### config.mk
export PLATFORM = sky130hd
export DESIGN_NAME = int8_gemm_slice_decomposed_top_flat
export DESIGN_NICKNAME = d
export VERILOG_FILES = /design/src/hdl/igsd_pkg.sv /design/src/hdl/igsd_stream_if.sv /design/src/hdl/igsd_datapath.sv /design/src/hdl/igsd_ctrl.sv /design/src/hdl/int8_gemm_slice_decomposed_top.sv /design/src/flat_wrapper.sv
export SDC_FILE = /design/constraint.sdc
export NUM_CORES = 1
export LEC_CHECK = 0
export ABC_CLOCK_PERIOD_IN_PS = 2200
export BUFFER_PORTS_ARGS = -buffer_cell sky130_fd_sc_hd__buf_2
export CAP_MARGIN = 20
export CORE_MARGIN = 4
export CORE_UTILIZATION = 45
export DETAILED_ROUTE_END_ITERATION = 8
export GPL_ROUTABILITY_DRIVEN = 0
export HOLD_SLACK_MARGIN = 0.15
export PLACE_DENSITY = 0.72
export REMOVE_ABC_BUFFERS = 1
export SYNTH_ARGS = -nofsm -noshare
export SYNTH_HDL_FRONTEND = slang
export SYNTH_SLANG_ARGS = --single-unit
### constraint.sdc
create_clock -name clk_i -period 2.2 [get_ports clk_i]
set_input_delay 0.22 -clock clk_i [delete_from_list [all_inputs] [get_ports clk_i]]
set_output_delay 0.22 -clock clk_i [all_outputs]
set_load 0.05 [all_outputs]
### src/hdl/igsd_pkg.sv
`default_nettype none
package igsd_pkg;
  localparam int unsigned MaxDim = 8;
  localparam int unsigned IdxW = 3;
  localparam int unsigned AddrW = 6;
  localparam int unsigned DimW = 4;
  localparam int unsigned ProdW = 19;
  localparam int unsigned PaddrW = 5;

  localparam logic [1:0] OpWriteA = 2'd0;
  localparam logic [1:0] OpWriteB = 2'd1;
  localparam logic [1:0] OpCompute = 2'd2;
  localparam logic [1:0] OpUnused = 2'd3;

  localparam logic [2:0] RegRows = 3'd0;
  localparam logic [2:0] RegInner = 3'd1;
  localparam logic [2:0] RegCols = 3'd2;
  localparam logic [2:0] RegFormat = 3'd3;
  localparam logic [2:0] RegAccum = 3'd4;

  typedef struct packed {
    logic [1:0] opcode;
    logic [IdxW-1:0] row_index;
    logic [IdxW-1:0] col_index;
    logic signed [7:0] entry_value;
  } in_word_t;

  typedef struct packed {
    logic signed [ProdW-1:0] product_value;
    logic [IdxW-1:0] out_row;
    logic [IdxW-1:0] out_col;
    logic last;
    logic error;
  } out_word_t;

  typedef struct packed {
    logic clear;
    logic rd;
    logic [IdxW-1:0] r;
    logic [IdxW-1:0] c;
    logic [IdxW-1:0] k;
    logic [1:0] si;
    logic [1:0] tj;
    logic fmt;
  } dp_cmd_t;

  function automatic logic signed [4:0] slice_of(input logic signed [7:0] v,
                                                 input logic [1:0] which,
                                                 input logic fmt);
    logic signed [8:0] x;
    logic signed [4:0] d0;
    logic signed [4:0] d1;
    logic signed [8:0] x1;
    logic signed [8:0] x2;
    x = 9'(v);
    if (!fmt) begin
      d0 = 5'(signed'({x[3], x[2:0]}));
      x1 = (x - 9'(d0)) >>> 4;
      slice_of = (which == 2'd0) ? d0 : 5'(x1);
    end else begin
      d0 = 5'(signed'({x[2], x[1:0]}));
      x1 = (x - 9'(d0)) >>> 3;
      d1 = 5'(signed'({x1[2], x1[1:0]}));
      x2 = (x1 - 9'(d1)) >>> 3;
      case (which)
        2'd0: slice_of = d0;
        2'd1: slice_of = d1;
        default: slice_of = 5'(x2);
      endcase
    end
  endfunction
endpackage
`default_nettype wire

### src/hdl/igsd_stream_if.sv
`default_nettype none
interface igsd_stream_if #(parameter type payload_t = logic) ();
  logic valid;
  logic ready;
  payload_t data;
  modport source (output valid, output data, input ready);
  modport sink (input valid, input data, output ready);
endinterface
`default_nettype wire

### src/hdl/igsd_datapath.sv
`default_nettype none
module igsd_datapath (
  input  wire logic clk_i,
  input  wire logic rst_ni,
  input  wire logic wr_a_i,
  input  wire logic wr_b_i,
  input  wire logic [igsd_pkg::AddrW-1:0] wr_addr_i,
  input  wire logic signed [7:0] wr_data_i,
  input  wire igsd_pkg::dp_cmd_t cmd_i,
  output logic signed [igsd_pkg::ProdW-1:0] acc_o
);
  logic signed [7:0] a_mem [64];
  logic signed [7:0] b_mem [64];
  logic signed [7:0] a_q, b_q;
  logic [1:0] si_q, tj_q;
  logic fmt_q, acc_q, acc_en_q;
  logic signed [9:0] prod_q;
  logic [3:0] sh_q;
  logic signed [igsd_pkg::ProdW-1:0] acc_q2;
  logic signed [4:0] sa, sb;
  logic [3:0] sh;

  always_ff @(posedge clk_i) begin
    if (wr_a_i) a_mem[wr_addr_i] <= wr_data_i;
    if (wr_b_i) b_mem[wr_addr_i] <= wr_data_i;
    a_q <= a_mem[{cmd_i.r, cmd_i.k}];
    b_q <= b_mem[{cmd_i.k, cmd_i.c}];
  end

  assign sa = igsd_pkg::slice_of(a_q, si_q, fmt_q);
  assign sb = igsd_pkg::slice_of(b_q, tj_q, fmt_q);
  assign sh = fmt_q ? 4'(3 * (si_q + tj_q)) :
                      {si_q[0] & tj_q[0], si_q[0] ^ tj_q[0], 2'b00};

  always_ff @(posedge clk_i or negedge rst_ni) begin
    if (!rst_ni) begin
      si_q <= '0; tj_q <= '0; fmt_q <= 1'b0; acc_q <= 1'b0; acc_en_q <= 1'b0;
      prod_q <= '0; sh_q <= '0; acc_q2 <= '0;
    end else begin
      si_q <= cmd_i.si;
      tj_q <= cmd_i.tj;
      fmt_q <= cmd_i.fmt;
      acc_q <= cmd_i.rd;
      acc_en_q <= acc_q;
      prod_q <= 10'(sa) * 10'(sb);
      sh_q <= sh;
      if (cmd_i.clear) acc_q2 <= '0;
      else if (acc_en_q) acc_q2 <= acc_q2 + (19'(prod_q) <<< sh_q);
    end
  end
  assign acc_o = acc_q2;
endmodule
`default_nettype wire

### src/hdl/igsd_ctrl.sv
`default_nettype none
module igsd_ctrl (
  input  wire logic clk_i,
  input  wire logic rst_ni,
  input  wire logic start_i,
  input  wire logic [igsd_pkg::DimW-1:0] rows_i,
  input  wire logic [igsd_pkg::DimW-1:0] inner_i,
  input  wire logic [igsd_pkg::DimW-1:0] cols_i,
  input  wire logic fmt_i,
  input  wire logic [5:0] accb_i,
  input  wire logic signed [igsd_pkg::ProdW-1:0] acc_i,
  input  wire logic out_ready_i,
  output logic busy_o,
  output logic out_valid_o,
  output igsd_pkg::out_word_t out_o,
  output igsd_pkg::dp_cmd_t cmd_o
);
  typedef enum logic [4:0] {
    S_IDLE = 5'b00001, S_RUN = 5'b00010, S_DRAIN = 5'b00100,
    S_OUT = 5'b01000, S_ERR = 5'b10000
  } state_e;
  state_e state_q, state_d;
  logic [2:0] r_q, c_q, k_q;
  logic [1:0] si_q, tj_q;
  logic [1:0] dr_q;
  logic [1:0] top;
  logic bad, k_end, tj_end, si_end;

  assign top = fmt_i ? 2'd2 : 2'd1;
  assign bad = rows_i == 0 || inner_i == 0 || cols_i == 0 || rows_i > 8 ||
               inner_i > 8 || cols_i > 8 || accb_i < (fmt_i ? 6'd4 : 6'd6);
  assign k_end = 4'(k_q) + 4'd1 == inner_i;
  assign tj_end = tj_q == top;
  assign si_end = si_q == top;

  always_comb begin
    cmd_o = '0;
    cmd_o.r = r_q; cmd_o.c = c_q; cmd_o.k = k_q;
    cmd_o.si = si_q; cmd_o.tj = tj_q; cmd_o.fmt = fmt_i;
    cmd_o.rd = state_q == S_RUN;
    cmd_o.clear = state_q == S_IDLE || (state_q == S_OUT && out_ready_i);
  end

  always_comb begin
    state_d = state_q;
    unique case (state_q)
      S_IDLE: if (start_i) state_d = bad ? S_ERR : S_RUN;
      S_RUN: if (k_end && tj_end && si_end) state_d = S_DRAIN;
      S_DRAIN: if (dr_q == 2'd1) state_d = S_OUT;
      S_OUT: if (out_ready_i) begin
        if (4'(r_q) + 1 == rows_i && 4'(c_q) + 1 == cols_i) state_d = S_IDLE;
        else state_d = S_RUN;
      end
      S_ERR: if (out_ready_i) state_d = S_IDLE;
      default: state_d = S_IDLE;
    endcase
  end

  always_ff @(posedge clk_i or negedge rst_ni) begin
    if (!rst_ni) begin
      state_q <= S_IDLE;
      r_q <= '0; c_q <= '0; k_q <= '0; si_q <= '0; tj_q <= '0; dr_q <= '0;
    end else begin
      state_q <= state_d;
      unique case (state_q)
        S_IDLE: begin
          r_q <= '0; c_q <= '0; k_q <= '0; si_q <= '0; tj_q <= '0; dr_q <= '0;
        end
        S_RUN: begin
          dr_q <= 2'd2;
          if (k_end) begin
            k_q <= '0;
            if (tj_end) begin
              tj_q <= '0;
              si_q <= si_end ? 2'd0 : si_q + 2'd1;
            end else tj_q <= tj_q + 2'd1;
          end else k_q <= k_q + 3'd1;
        end
        S_DRAIN: dr_q <= dr_q - 2'd1;
        S_OUT: if (out_ready_i) begin
          dr_q <= '0;
          if (4'(c_q) + 1 == cols_i) begin
            c_q <= '0; r_q <= r_q + 3'd1;
          end else c_q <= c_q + 3'd1;
        end
        default: ;
      endcase
    end
  end

  assign busy_o = state_q != S_IDLE;
  assign out_valid_o = state_q == S_OUT || state_q == S_ERR;
  always_comb begin
    out_o = '0;
    if (state_q == S_ERR) begin
      out_o.last = 1'b1; out_o.error = 1'b1;
    end else begin
      out_o.product_value = acc_i;
      out_o.out_row = r_q; out_o.out_col = c_q;
      out_o.last = 4'(r_q) + 1 == rows_i && 4'(c_q) + 1 == cols_i;
    end
  end
endmodule
`default_nettype wire

### src/hdl/int8_gemm_slice_decomposed_top.sv
// Operation: loads fill the A/B stores; a compute accumulates each entry
// over slice pairs (2 or 3 slices) and inner_count, plus output stall.
// Throughput: one load word per cycle while idle; one compute at a time,
// set by the single shared slice multiply-accumulate unit.
// Reset: asynchronous active low; registers return to 8/8/8/0/24, stores
// hold undefined data until written.
`default_nettype none
module int8_gemm_slice_decomposed_top (
  input  wire logic clk_i,
  input  wire logic rst_ni,
  igsd_stream_if.sink in_if,
  igsd_stream_if.source out_if,
  input  wire logic psel,
  input  wire logic penable,
  input  wire logic pwrite,
  input  wire logic [igsd_pkg::PaddrW-1:0] paddr,
  input  wire logic [31:0] pwdata,
  output logic [31:0] prdata,
  output logic pready
);
  logic [3:0] rows_q, inner_q, cols_q;
  logic fmt_q;
  logic [5:0] accb_q;
  logic busy, acc_in, wr_a, wr_b;
  logic [2:0] reg_sel;
  igsd_pkg::in_word_t w;
  igsd_pkg::dp_cmd_t cmd;
  igsd_pkg::out_word_t ow;
  logic signed [igsd_pkg::ProdW-1:0] acc;

  assign pready = 1'b1;
  assign reg_sel = paddr[4:2];
  always_ff @(posedge clk_i or negedge rst_ni) begin
    if (!rst_ni) begin
      rows_q <= 4'd8; inner_q <= 4'd8; cols_q <= 4'd8; fmt_q <= 1'b0; accb_q <= 6'd24;
    end else if (psel && penable && pwrite) begin
      unique case (reg_sel)
        igsd_pkg::RegRows: rows_q <= pwdata[3:0];
        igsd_pkg::RegInner: inner_q <= pwdata[3:0];
        igsd_pkg::RegCols: cols_q <= pwdata[3:0];
        igsd_pkg::RegFormat: fmt_q <= pwdata[0];
        igsd_pkg::RegAccum: accb_q <= pwdata[5:0];
        default: ;
      endcase
    end
  end
  always_comb begin
    unique case (reg_sel)
      igsd_pkg::RegRows: prdata = 32'(rows_q);
      igsd_pkg::RegInner: prdata = 32'(inner_q);
      igsd_pkg::RegCols: prdata = 32'(cols_q);
      igsd_pkg::RegFormat: prdata = 32'(fmt_q);
      igsd_pkg::RegAccum: prdata = 32'(accb_q);
      default: prdata = '0;
    endcase
  end

  assign w = in_if.data;
  assign in_if.ready = !busy;
  assign acc_in = in_if.valid && !busy;
  assign wr_a = acc_in && w.opcode == igsd_pkg::OpWriteA;
  assign wr_b = acc_in && w.opcode == igsd_pkg::OpWriteB;

  igsd_datapath u_dp (
    .clk_i, .rst_ni, .wr_a_i(wr_a), .wr_b_i(wr_b),
    .wr_addr_i({w.row_index, w.col_index}), .wr_data_i(w.entry_value),
    .cmd_i(cmd), .acc_o(acc)
  );

  igsd_ctrl u_ctrl (
    .clk_i, .rst_ni, .start_i(acc_in && w.opcode == igsd_pkg::OpCompute),
    .rows_i(rows_q), .inner_i(inner_q), .cols_i(cols_q), .fmt_i(fmt_q),
    .accb_i(accb_q), .acc_i(acc), .out_ready_i(out_if.ready), .busy_o(busy),
    .out_valid_o(out_if.valid), .out_o(ow), .cmd_o(cmd)
  );
  assign out_if.data = ow;
endmodule
`default_nettype wire
### src/flat_wrapper.sv
// flat-port wrapper written by rule: the top's interface ports become plain ports
module int8_gemm_slice_decomposed_top_flat 
  (clk_i, rst_ni, psel, penable, pwrite, paddr, pwdata, prdata, pready, in_if_valid, in_if_data, in_if_ready, out_if_valid, out_if_data, out_if_ready);
  igsd_stream_if in_if_i ();
  igsd_stream_if out_if_i ();
  input  wire logic clk_i;
  input  wire logic rst_ni;
  input  wire logic psel;
  input  wire logic penable;
  input  wire logic pwrite;
  input  wire logic [igsd_pkg::PaddrW-1:0] paddr;
  input  wire logic [31:0] pwdata;
  output logic [31:0] prdata;
  output logic pready;
  input wire logic [$bits(in_if_i.valid)-1:0] in_if_valid;
  input wire logic [$bits(in_if_i.data)-1:0] in_if_data;
  output wire logic [$bits(in_if_i.ready)-1:0] in_if_ready;
  output wire logic [$bits(out_if_i.valid)-1:0] out_if_valid;
  output wire logic [$bits(out_if_i.data)-1:0] out_if_data;
  input wire logic [$bits(out_if_i.ready)-1:0] out_if_ready;
  assign in_if_i.valid = in_if_valid;
  assign in_if_i.data = in_if_data;
  assign in_if_ready = in_if_i.ready;
  assign out_if_valid = out_if_i.valid;
  assign out_if_data = out_if_i.data;
  assign out_if_i.ready = out_if_ready;
  int8_gemm_slice_decomposed_top u_core (.clk_i(clk_i), .rst_ni(rst_ni), .in_if(in_if_i), .out_if(out_if_i), .psel(psel), .penable(penable), .pwrite(pwrite), .paddr(paddr), .pwdata(pwdata), .prdata(prdata), .pready(pready));
endmodule
==> metrics.md, run 1 <==
| Metric | Value |
|---|---|
| Die Height | 82.3 um |
| Max Clk Rate | 539 MHz |
| Initial Util | 0.474 |
| Slew Viols, Final | 0 |
| Iter 0 DRT Violations | 92 |
| Synth cell types | 58 |
| Final Cell Area | 2650 um^2 |
| Post-CTS sizing | 0 |
| Die ar. | 6770 um^2 |
| Gate power share | 0.437 |
| Initial DRT Pass Iterations | 4 |
| Share of layout cells above drive strength 1 | 0.186 |
| Internal | 0.00164 W |
| Sw Share | 0.414 |
| Gate Count Post-Synth | 250 |
| Launching point of the worst reg2reg path | u_core.u_ctrl.c_q[0] |
| Hold Violations, Final | 0 |
| DRT antenna net count | 0 |
| Crit. End Element | flop |
| Kind of critical path | reg -> reg |
| Placed cells | 333 |
| Fin nets | 322 |
| Switching pwr | 0.00116 W |
| Worst hold path depth | 2 |
| DP HPWL | 3.45 mm |
| First-pass GRT wire length | 8.01 mm |
| Hold WC Path Type | in -> reg |
| Critical path, cell by cell | ha_1 > xor2_1 > nor3_1 > or2_4 > a31oi_4 > a22o_1 |
| Worst Tran Pin Value | 855 ps |
| RSZ-0062 raised after global routing | no |
| Tmin final | 1860 ps |
| Critical Path AT | 2040 ps |
| ANT cells | 0 |
| Pin count of the biggest net entering global routing | 39 |
| Worst reg-to-reg path cell count | 6 |
| Seq/Total Area, Yosys | 0.386 |
| Max Cap Viol | 0 |
| Vias in the first global route | 1661 |
| Most common cell after layout, fill and taps aside | dfrtp_1 |
| Initial antenna violation count | 0 |
| Worst-path clk slew | 70 ps |
| Area delta synth->final | 6.60% |
| Flop pwr share | 0.382 |
| LEAKAGE | 1.26 nW |
| Num Clock Sinks | 38 |
| Status | completed |
| DR vias | 1803 |
| Clock share of power | 0.181 |
| Slew Limit Headroom | 0.430 |
| Final period util | 0.844 |
| Data required, critical path | 2380 ps |
| Ys flop type | dfrtp_1 |
| Row cnt | 26 |
| Final Non-Filler Cells | 344 |
| Area of the core | 5240 um^2 |
| Vias per inst | 5.24 |
| Register bit total from synthesis | 38 |
| Worst setup path startpoint | u_core.u_ctrl.c_q[0] |
| Crit-path slowest cell | dfrtp_1 |
| Final wirelength | 4.75 mm |
| Setup TNS | 0 ps |
| Post-layout util | 0.505 |
| Per-cell routed wire length | 13.8 um |
| Total number of H-tree levels | 2 |
| CTS tree | built |
| CTS Buffer Depth | 2 |
| Ys Warns | 0 |
| GR Overflow Total | 0 |
| Post-synth ARST share | 1.00 |
| Crit start category | flop |
| IO Count | 81 |
| Area post-placement | 2530 um^2 |
| Worst VDD drop | 0.000532 V |
| Maximum fanout along the worst path | 6 |
| Average cell area after synthesis | 9.93 um^2 |
| Post-synth EDFFs | 0 |
| Clk_skew | 8.21 ps |
| Post-route DRC | 0 |
| Final setup fails | 0 |
| Max stage delay on crit path | 450 ps |
| All-layer global routing usage | 0.154 |
| Root Buffer | clkbuf_8 |
| Num CTS Buffers | 5 |
| Critical hold path startpoint | pwdata[1] |
| Clock Latency Late Sink | 290 ps |
| Cell Area, Synth | 2480 um^2 |
| Width of the die | 82.3 um |
| Most frequent cells in the layout | dfrtp_1 (32), conb_1 (28), buf_2 (22) |
| PD cells | 1060 nW/um^2 |
| Buffers on Ports | 22 |
## worst max-delay path, delay by kind of cell, from the launching register on
kind | cells | cell delay (ps)
xor+xnor | 1 | 180
compound gates | 2 | 340
flops | 1 | 450
simple gates | 2 | 510
fa+ha+maj | 1 | 270
## power groups by stage
stage | sequential (W) | clock (W) | combinational, W
after floorplan | 0.00103 | 0 | 0.000979
after global placement | 0.00107 | 0 | 0.00119
after detailed placement | 0.00108 | 0 | 0.00122
after CTS | 0.00107 | 0.000526 | 0.00123
after global routing | 0.00110 | 0.000562 | 0.00136
final | 0.00107 | 0.000507 | 0.00123
## flip-flops by register name (all words and copies together) (netlist names)
| name | flops |
|---|---|
| u_core.u_ctrl.k_q | 3 |
| u_core.inner_q | 4 |
| u_core.u_ctrl.tj_q | 2 |
| u_core.cols_q | 4 |
| u_core.u_ctrl.si_q | 2 |
| u_core.u_ctrl.dr_q | 2 |
| u_core.rows_q | 4 |
| u_core.u_ctrl.state_q | 4 |
| u_core.fmt_q | 1 |
| u_core.u_ctrl.r_q | 3 |
| u_core.accb_q | 6 |
| u_core.u_ctrl.c_q | 3 |
## cell usage after synthesis, types with 2 or more instances
cell      instances  area, um^2
o21a_1            2        15.0
mux2_1           19         214
mux2i_1           4        40.0
xor2_1            8        70.1
ha_1              4        50.1
inv_1             3        11.3
dfrtp_1          32         801
nor3_1            4        20.0
nor2_1           12        45.0
a21o_1            2        15.0
o21ai_1           6        30.0
conb_1            2        7.51
nor2b_1           3        18.8
a21oi_1           5        25.0
dfstp_2           6         158
o31ai_1           2        15.0
nand3_1          13        65.1
a22o_1            3        26.3
o21ai_0           7        35.0
nand2_1          21        78.8
nor2_2            2        12.5
o211ai_1          4        30.0
nor3b_1           3        22.5
inv_2             2        7.51
and2_1            3        18.8
and3_1            2        12.5
nand3b_1          7        52.6
buf_2             4        20.0
nand2b_1          4        25.0
nand4_1           2        12.5
buf_4            30         225
xnor2_1           3        26.3
## per-layer routing
layer | GRT usage | up-vias | share of wire
met2 | 0.230 | 55 | 0.45
met3 | 0.0488 | 5 | 0.057
met1 | 0.209 | 856 | 0.48
li1 | - | 887 | -
met4 | 0.0565 | 0 | 0.011
met5 | 0 | - | 0
## layout make-up
cell class	instances	area, um^2
Inverter	5	18.8
Tap cell	70	87.6
Sequential cell	38	958
Multi-Input combinational cell	197	1340
Clock buffer	7	86.3
Clock inverter	1	5.00
Timing Repair Buffer	26	148
Fill cell	499	2590
## what timing repair did
item,4_1_cts,5_1_grt
hold buffers,3,0
hold endpoints to repair,34,0
setup buffers,0,0
## path summary, 6_finish.rpt
path | end | slack [ps]
max | u_core.u_ctrl.r_q[0] | 340
min | u_core.rows_q[1] | 210
max reg2reg | u_core.u_ctrl.r_q[0] | 340
min reg2reg | u_core.accb_q[5] | 480
max in group asynchronous | u_core.u_ctrl.k_q[2] | 1080
min in group asynchronous | u_core.u_ctrl.r_q[1] | 570
## logic make-up (layout without fill, tap and decap cells)
group / after synthesis / after routing / share of synthesized area
compound gates: 46 / 46 / 0.134
xor+xnor: 12 / 12 / 0.0453
fa+ha+maj: 4 / 4 / 0.0202
buf+inv: 41 / 39 / 0.112
flops: 38 / 38 / 0.386
mux: 24 / 24 / 0.111
other cells: 2 / 28 / 0.00302
simple gates: 83 / 83 / 0.188
## stage by stage
step                hold slack (ps)  total power [W]  setup slack, ps
floorplan                     -75.6          0.00201              177
global placement                378          0.00226              381
detailed placement              381          0.00230              351
CTS                             198          0.00283              330
global route                    198          0.00302              224
finish                          214          0.00280              343
Note: power is estimated with default switching activity, not from simulation.
==> run 2, diff against run 1 <==
--- a/config.mk
+++ b/config.mk
@@ -5,7 +5,8 @@
 export SDC_FILE = /design/constraint.sdc
 export NUM_CORES = 1
 export LEC_CHECK = 0
-export ABC_CLOCK_PERIOD_IN_PS = 2200
+export ABC_AREA = 1
+export ABC_CLOCK_PERIOD_IN_PS = 1900
 export BUFFER_PORTS_ARGS = -buffer_cell sky130_fd_sc_hd__buf_2
 export CAP_MARGIN = 20
 export CORE_MARGIN = 4
@@ -13,7 +14,7 @@
 export DETAILED_ROUTE_END_ITERATION = 8
 export GPL_ROUTABILITY_DRIVEN = 0
 export HOLD_SLACK_MARGIN = 0.15
-export PLACE_DENSITY = 0.72
+export PLACE_DENSITY = 0.73
 export REMOVE_ABC_BUFFERS = 1
 export SYNTH_ARGS = -nofsm -noshare
 export SYNTH_HDL_FRONTEND = slang
==> constraint.sdc (replaced) <==
create_clock -name clk_i -period 1.9 [get_ports clk_i]
set_input_delay 0.19 -clock clk_i [delete_from_list [all_inputs] [get_ports clk_i]]
set_output_delay 0.19 -clock clk_i [all_outputs]
set_load 0.05 [all_outputs]
==> run 2 against run 1 <==
Power down 27%. Core utilization grew 0.64 points. Synthesized cell count grew 38%. Die area fell by 2.0%. Sequential power down 9%. Synthesized area shrank 2.3%. Setup slack got worse by 150 ps. Global-route usage down 0.14 points. First-iteration DRC count decreased by 5.4%. Routed wire length up 0.99%. Clock skew decreased by 2.1 ps. Highest routed layer unchanged.
==> metrics.md, run 2 <==
| Metric | Value |
|---|---|
| Post-synth ARST share | 1.00 (unchanged) |
| ANT cells | 0 (unchanged) |
| Die Height | 81.4 um (-1.0%) |
| Largest cells by area after synthesis | dfrtp_1 (33%), nand2_1 (17%), buf_4 (8.7%) |
| Initial Util | 0.469 (-0.00492) |
| DR vias | 2072 (+15%) |
| Crit start category | flop |
| Gate Count Post-Synth | 344 (+38%) |
| Initial antenna violation count | 0 (unchanged) |
| Tmin final | 1710 ps |
| RSZ-0062 raised after global routing | no |
| Most frequent cell after synthesis | nand2_1 |
| Cell Area, Synth | 2430 um^2 (-2.3%) |
| Max stage delay on crit path | 440 ps (about the same) |
| Post-CTS sizing | 0 (unchanged) |
| Critical path, cell by cell | nor2_1 > nand3_2 > inv_1 > buf_2 |
| Area delta synth->final | 9.07% |
| Top Family by Delay on Critical Path | flip-flops |
| Max Clk Rate | 584 MHz |
| Ys flop type | dfrtp_1 |
| CTS Buffer Depth | 2 (unchanged) |
| Xor/xnor share of the synthesized area | 0.00361 (-0.0417) |
| Critical Path AT | 1520 ps (-520 ps) |
| PD cells | 777 nW/um^2 (-27%) |
| Iter 0 DRT Violations | 87 (-5.4%) |
| Proportion of synthesized area in mux cells | 0 (-0.111) |
| Setup TNS | 0 ps (unchanged) |
| Maximum fanout along the worst path | 8 (+2) |
| Fin nets | 422 (+31%) |
| DP HPWL | 3.80 mm (+10%) |
| Num Clock Sinks | 38 (unchanged) |
| Share of layout cells above drive strength 1 | 0.139 (-0.0471) |
| Area of the core | 5170 um^2 (-1.2%) |
| Worst VDD drop | 0.000537 V (+0.91%) |
| Seq/Total Area, Yosys | 0.395 (+0.00895) |
| Total number of H-tree levels | 2 (unchanged) |
| List of most frequent post-synthesis cells | nand2_1 (113), inv_1 (50), dfrtp_1 (32), buf_4 (28), nand3_1 (27) |
| Data required, critical path | 1710 ps (-670 ps) |
| Crit. End Element | output pin |
| Leading area contributor after synthesis | dfrtp_1 |
| Kind of critical path | reg -> out |
| Final period util | 0.901 |
| Status | completed |
| LEAKAGE | 1.42 nW (+13%) |
| Clock Latency Late Sink | 290 ps (about the same) |
| Fillers | 513 (+2.8%) |
| Width of the die | 81.4 um (-1.0%) |
| Per-cell routed wire length | 10.8 um (-22%) |
| Largest family of logic cells by synthesized area | simple AND/OR/NAND/NOR gates |
| Root Buffer | clkbuf_8 |
| All-layer global routing usage | 0.153 (-0.00137) |
| Final wirelength | 4.80 mm (+0.99%) |
| Most common cell after layout, fill and taps aside | nand2_1 |
| Crit-path slowest cell | dfrtp_1 |
| Largest register FFs | 6 (unchanged) |
| Average cell area after synthesis | 7.06 um^2 (-29%) |
| Post-synth top area share | 0.330 (+0.00748) |
| Clk_skew | 6.15 ps (-2.06 ps) |
| Slew Viols, Final | 0 (unchanged) |
| CTS tree | built |
| Post-route DRC | 0 (unchanged) |
| Most frequent cells in the layout | nand2_1 (113), inv_1 (50), dfrtp_1 (32) |
| Synth Area in Simple Gates | 0.325 (+0.137) |
| Worst-path clk slew | 80 ps (about the same) |
| Max Cap Viol | 0 (unchanged) |
| Hold Violations, Final | 0 (unchanged) |
| Pin count of the biggest net entering global routing | 17 (-56%) |
| Initial DRT Pass Iterations | 4 (unchanged) |
| Register bit total from synthesis | 38 (unchanged) |
| Top reg by flops | u_core.accb_q |
| IO Count | 81 (unchanged) |
| DRT antenna net count | 0 (unchanged) |
| Post-synthesis adder-cell area fraction | 0.0206 (+0.000467) |
| Final hold slack | 155 ps (-58.7 ps) |
| Synth cell types | 29 (-50%) |
| Hold WC Path Type | in -> reg |
| Num CTS Buffers | 5 (unchanged) |
| Die ar. | 6630 um^2 (-2.0%) |
| Synth Area in Compound Gates | 0.0789 (-0.0551) |
| Ys Warns | 0 (unchanged) |
| Vias per inst | 4.67 (-11%) |
| First-pass GRT wire length | 7.91 mm (-1.2%) |
| Bufs and invs on worst path | 2 (+2) |
| Vias in the first global route | 1830 (+10%) |
| Post-synth EDFFs | 0 (unchanged) |
| Final setup fails | 0 (unchanged) |
| GR Overflow Total | 0 (unchanged) |
| Buffers on Ports | 22 (unchanged) |
| Row cnt | 26 (unchanged) |
run 2: cell count changes in the layout (fill, tap and decap cells not counted), moves of 5 or more:
cell and change:
nor2_1 +7, nand3_1 +14, nand3b_1 -6, xor2_1 -8, inv_1 +47, nand4_1 +5, o21ai_0 +12, nand2_1 +92
mux2_1 -19
run 2: power breakdown:
part	switching [W]	internal (W)	total (W)
Combinational	0.000309	0.000104	0.000413
Clock	0.000287	0.000386	0.000673
Sequential	0.0000713	0.000899	0.000970
run 2: kinds of logic (layout without fill, tap and decap cells):
logic type,count (synthesis),count (layout)
other cells,2,28
flops,38,38
buf+inv,84,88
simple gates,180,180
xor+xnor,1,1
compound gates,35,35
fa+ha+maj,4,4
run 2: cell type report:
type / instances / area, um^2 / share of cell area
inverter: 54 / 203 / 0.0766
tap: 70 / 87.6 / 0.0331
clock inverter: 3 / 40.0 / 0.0151
clock buffer: 5 / 68.8 / 0.0260
multi-input combinational: 248 / 1140 / 0.432
timing repair buffer: 26 / 145 / 0.0548
sequential: 38 / 958 / 0.362
run 2: metal layers:
metal	up-vias	wire, um	GRT usage
li1	1086	-	-
met3	5	235	0.0329
met1	939	2310	0.202
met2	42	2220	0.252
met5	-	0	0
met4	0	29	0.0439
run 2: path summary, 6_finish.rpt:
path	start	to	slack (ps)	depth (start not counted)
worst max-delay path	u_core.u_ctrl.state_q[2]	in_if_ready	190	4
worst min-delay path	pwdata[5]	u_core.accb_q[5]	160	3
worst max register to register	u_core.u_ctrl.k_q[0]	u_core.u_ctrl.state_q[1]	210	10
worst min register to register	u_core.accb_q[4]	u_core.accb_q[4]	470	2
max in group asynchronous	rst_ni	u_core.rows_q[3]	980	3
min in group asynchronous	rst_ni	u_core.u_ctrl.state_q[2]	340	2
run 2: repair_timing:
action                                 in CTS  in global routing
buffers inserted                            0                  0
hold buffers                                2                  0
endpoints found under the hold margin      15                  0
run 2: worst reg2reg max path, delay by kind of cell, from the launching register on:
family        cells  cell delay, ps
flops             1             430
fa+ha+maj         1             320
buf+inv           1              50
simple gates      8             780
run 2: per-stage QoR:
| stage | instance area (um^2) | setup WS (ps) | util | total power [W] | std cells |
|---|---|---|---|---|---|
| floorplan | 2310 | 275 | - | 0.00129 | 340 |
| global placement | 2520 | 259 | 0.487 | 0.00138 | 434 |
| finish | 2650 | 189 | 0.512 | 0.00206 | 444 |
| CTS | 2650 | 173 | 0.512 | 0.00207 | 444 |
| global route | 2650 | 39.3 | 0.512 | 0.00217 | 444 |
| detailed placement | 2520 | 241 | 0.487 | 0.00139 | 434 |
==> run 3, diff against run 2 <==
--- a/config.mk
+++ b/config.mk
@@ -15,7 +15,7 @@
 export GPL_ROUTABILITY_DRIVEN = 0
 export HOLD_SLACK_MARGIN = 0.15
 export PLACE_DENSITY = 0.73
-export REMOVE_ABC_BUFFERS = 1
+export SETUP_SLACK_MARGIN = 0.3
 export SYNTH_ARGS = -nofsm -noshare
 export SYNTH_HDL_FRONTEND = slang
 export SYNTH_SLANG_ARGS = --single-unit
==> run 3 against run 2 <==
Register-to-register slack improved by 160 ps. Clock skew fell by 2.4 ps. Die area did not move. Sequential cell count did not move. Critical path depth fell by 1. Core utilization rose by 3.9 points. First-iteration DRC count fell by 14%. Largest power group unchanged. Maximum frequency rose by 12%. Non-clock buffer count rose by 12.
==> metrics.md, run 3 (synthesis results as in run 2) <==
| Metric | Value |
|---|---|
| Initial antenna violation count | 0 (unchanged) |
| PD cells | 707 nW/um^2 (-9.0%) |
| Row cnt | 26 (unchanged) |
| Num Clock Sinks | 38 (unchanged) |
| Final setup fails | 0 (unchanged) |
| Crit. End Element | output pin |
| DRT antenna net count | 0 (unchanged) |
| Setup TNS | 0 ps (unchanged) |
| Maximum fanout along the worst path | 3 (-5) |
| Pin count of the biggest net entering global routing | 39 (+22) |
| Clock Latency Late Sink | 290 ps (about the same) |
| Placed cells | 433 (-0.23%) |
| Tmin final | 1530 ps (-184 ps) |
| Flop pwr share | 0.482 (+0.010) |
| Gate power share | 0.225 (+0.024) |
| LEAKAGE | 1.47 nW (+3.7%) |
| Post-layout util | 0.551 (+0.0387) |
| Clk_skew | 3.78 ps (-2.37 ps) |
| Initial DRT Pass Iterations | 4 (unchanged) |
| Data required, critical path | 1710 ps (about the same) |
| Buffers on Ports | 22 (unchanged) |
| Die Height | 81.4 um (unchanged) |
| Sw Share | 0.347 (+0.0227) |
| Kind of critical path | reg -> out |
| Share of layout cells above drive strength 1 | 0.225 (+0.0864) |
| Max Clk Rate | 655 MHz (+12%) |
| Vias in the first global route | 1966 (+7.4%) |
| Hold WC Path Type | in -> reg |
| GR Overflow Total | 0 (unchanged) |
| Switching pwr | 0.000698 W (+4.7%) |
| Worst-path clk slew | 80 ps (about the same) |
| Clock share of power | 0.293 (-0.034) |
| Area of the core | 5170 um^2 (unchanged) |
| Final wirelength | 5.26 mm (+9.5%) |
| Final Non-Filler Cells | 456 (+2.7%) |
| Root Buffer | clkbuf_8 |
| Total number of H-tree levels | 2 (unchanged) |
| Top reg by flops | u_core.accb_q |
| DP HPWL | 3.72 mm (-2.2%) |
| Worst VDD drop | 0.000626 V (+17%) |
| Final hold slack | 185 ps (+29.3 ps) |
| Critical Path AT | 1340 ps (-180 ps) |
| Fin nets | 434 (+2.8%) |
| CTS tree | built |
| Crit start category | flop |
| Slew Viols, Final | 0 (unchanged) |
| Per-cell routed wire length | 11.5 um (+6.6%) |
| DR vias | 2172 (+4.8%) |
| Num CTS Buffers | 5 (unchanged) |
| Largest register FFs | 6 (unchanged) |
| Design Power | 0.00201 W (-2.2%) |
| CTS Buffer Depth | 2 (unchanged) |
| Internal | 0.00131 W (-5.4%) |
| Initial Util | 0.469 (unchanged) |
| RSZ-0062 raised after global routing | no |
| ANT cells | 0 (unchanged) |
| Width of the die | 81.4 um (unchanged) |
| IO Count | 81 (unchanged) |
| Area delta synth->final | 17.3% |
| All-layer global routing usage | 0.163 (+0.00958) |
| Vias per inst | 4.76 (+2.1%) |
| Hold Violations, Final | 0 (unchanged) |
| First-pass GRT wire length | 8.46 mm (+6.9%) |
| Max Cap Viol | 0 (unchanged) |
| Most frequent cells in the layout | nand2_1 (103), inv_1 (48), dfrtp_1 (30) |
| Most common cell after layout, fill and taps aside | nand2_1 |
| Post-route DRC | 0 (unchanged) |
| Iter 0 DRT Violations | 75 (-14%) |
| Final period util | 0.804 (-0.0968) |
| Status | completed |
| Die ar. | 6630 um^2 (unchanged) |
| Fillers | 501 (-2.3%) |
==> run 3: metal layers <==
layer / up-vias / share of wire / GRT usage
met5: - / 0 / 0
met4: 0 / 0.0091 / 0.0473
met3: 9 / 0.047 / 0.0373
met1: 1000 / 0.43 / 0.209
met2: 50 / 0.51 / 0.273
li1: 1113 / - / -
==> run 3: worst paths after layout <==
| path | startpoint | end | slack (ps) | depth (start not counted) |
|---|---|---|---|---|
| max in group asynchronous | rst_ni | u_core.u_ctrl.state_q[0] | 1060 | 3 |
| worst max register to register | u_core.u_ctrl.k_q[1] | u_core.u_ctrl.k_q[0] | 370 | 9 |
| min in group asynchronous | rst_ni | u_core.accb_q[0] | 470 | 3 |
| worst min register to register | u_core.accb_q[4] | u_core.accb_q[4] | 480 | 2 |
| worst max-delay path | u_core.inner_q[3] | prdata[3] | 370 | 3 |
| worst min-delay path | pwdata[3] | u_core.accb_q[3] | 180 | 3 |
==> run 3: final cells by class <==
| class | instances | area [um^2] | share of cell area |
|---|---|---|---|
| multi-input cells | 248 | 1250 | 0.440 |
| flip-flops and latches | 38 | 961 | 0.337 |
| repair buffers | 38 | 249 | 0.0874 |
| inverters | 54 | 203 | 0.0712 |
| well taps | 70 | 87.6 | 0.0308 |
| clock buffers | 6 | 82.6 | 0.0290 |
| clock inverters | 2 | 12.5 | 0.00439 |
==> run 3: worst max-delay path: stages (launching register included) <==
cell and delay, ps:
dfstp_2 550, inv_1 60, o2111ai_1 200, buf_4 230
==> run 3: power groups by stage <==
stage	Combinational (W)	Clock, W	Sequential [W]
floorplan	0.000377	0	0.000961
global placement	0.000398	0	0.000982
detailed placement	0.000407	0	0.000983
CTS	0.000422	0.000608	0.000968
global route	0.000507	0.000632	0.000982
finish	0.000453	0.000590	0.000970
==> run 3: timing repair <==
action	4_1_cts	5_1_grt
pin swaps	4	13
setup endpoints to repair	12	15
hold buffers	3	0
resized for setup	9	23
endpoints found under the hold margin	34	0
cloned	0	0
setup buffers	4	8
==> run 3: stage by stage <==
| stage | setup WS [ps] | area (um^2) |
|---|---|---|
| after global placement | 260 | 2510 |
| after CTS | 310 | 2700 |
| after detailed placement | 205 | 2510 |
| after global routing | 275 | 2850 |
| after floorplan | 279 | 2530 |
| final | 373 | 2850 |
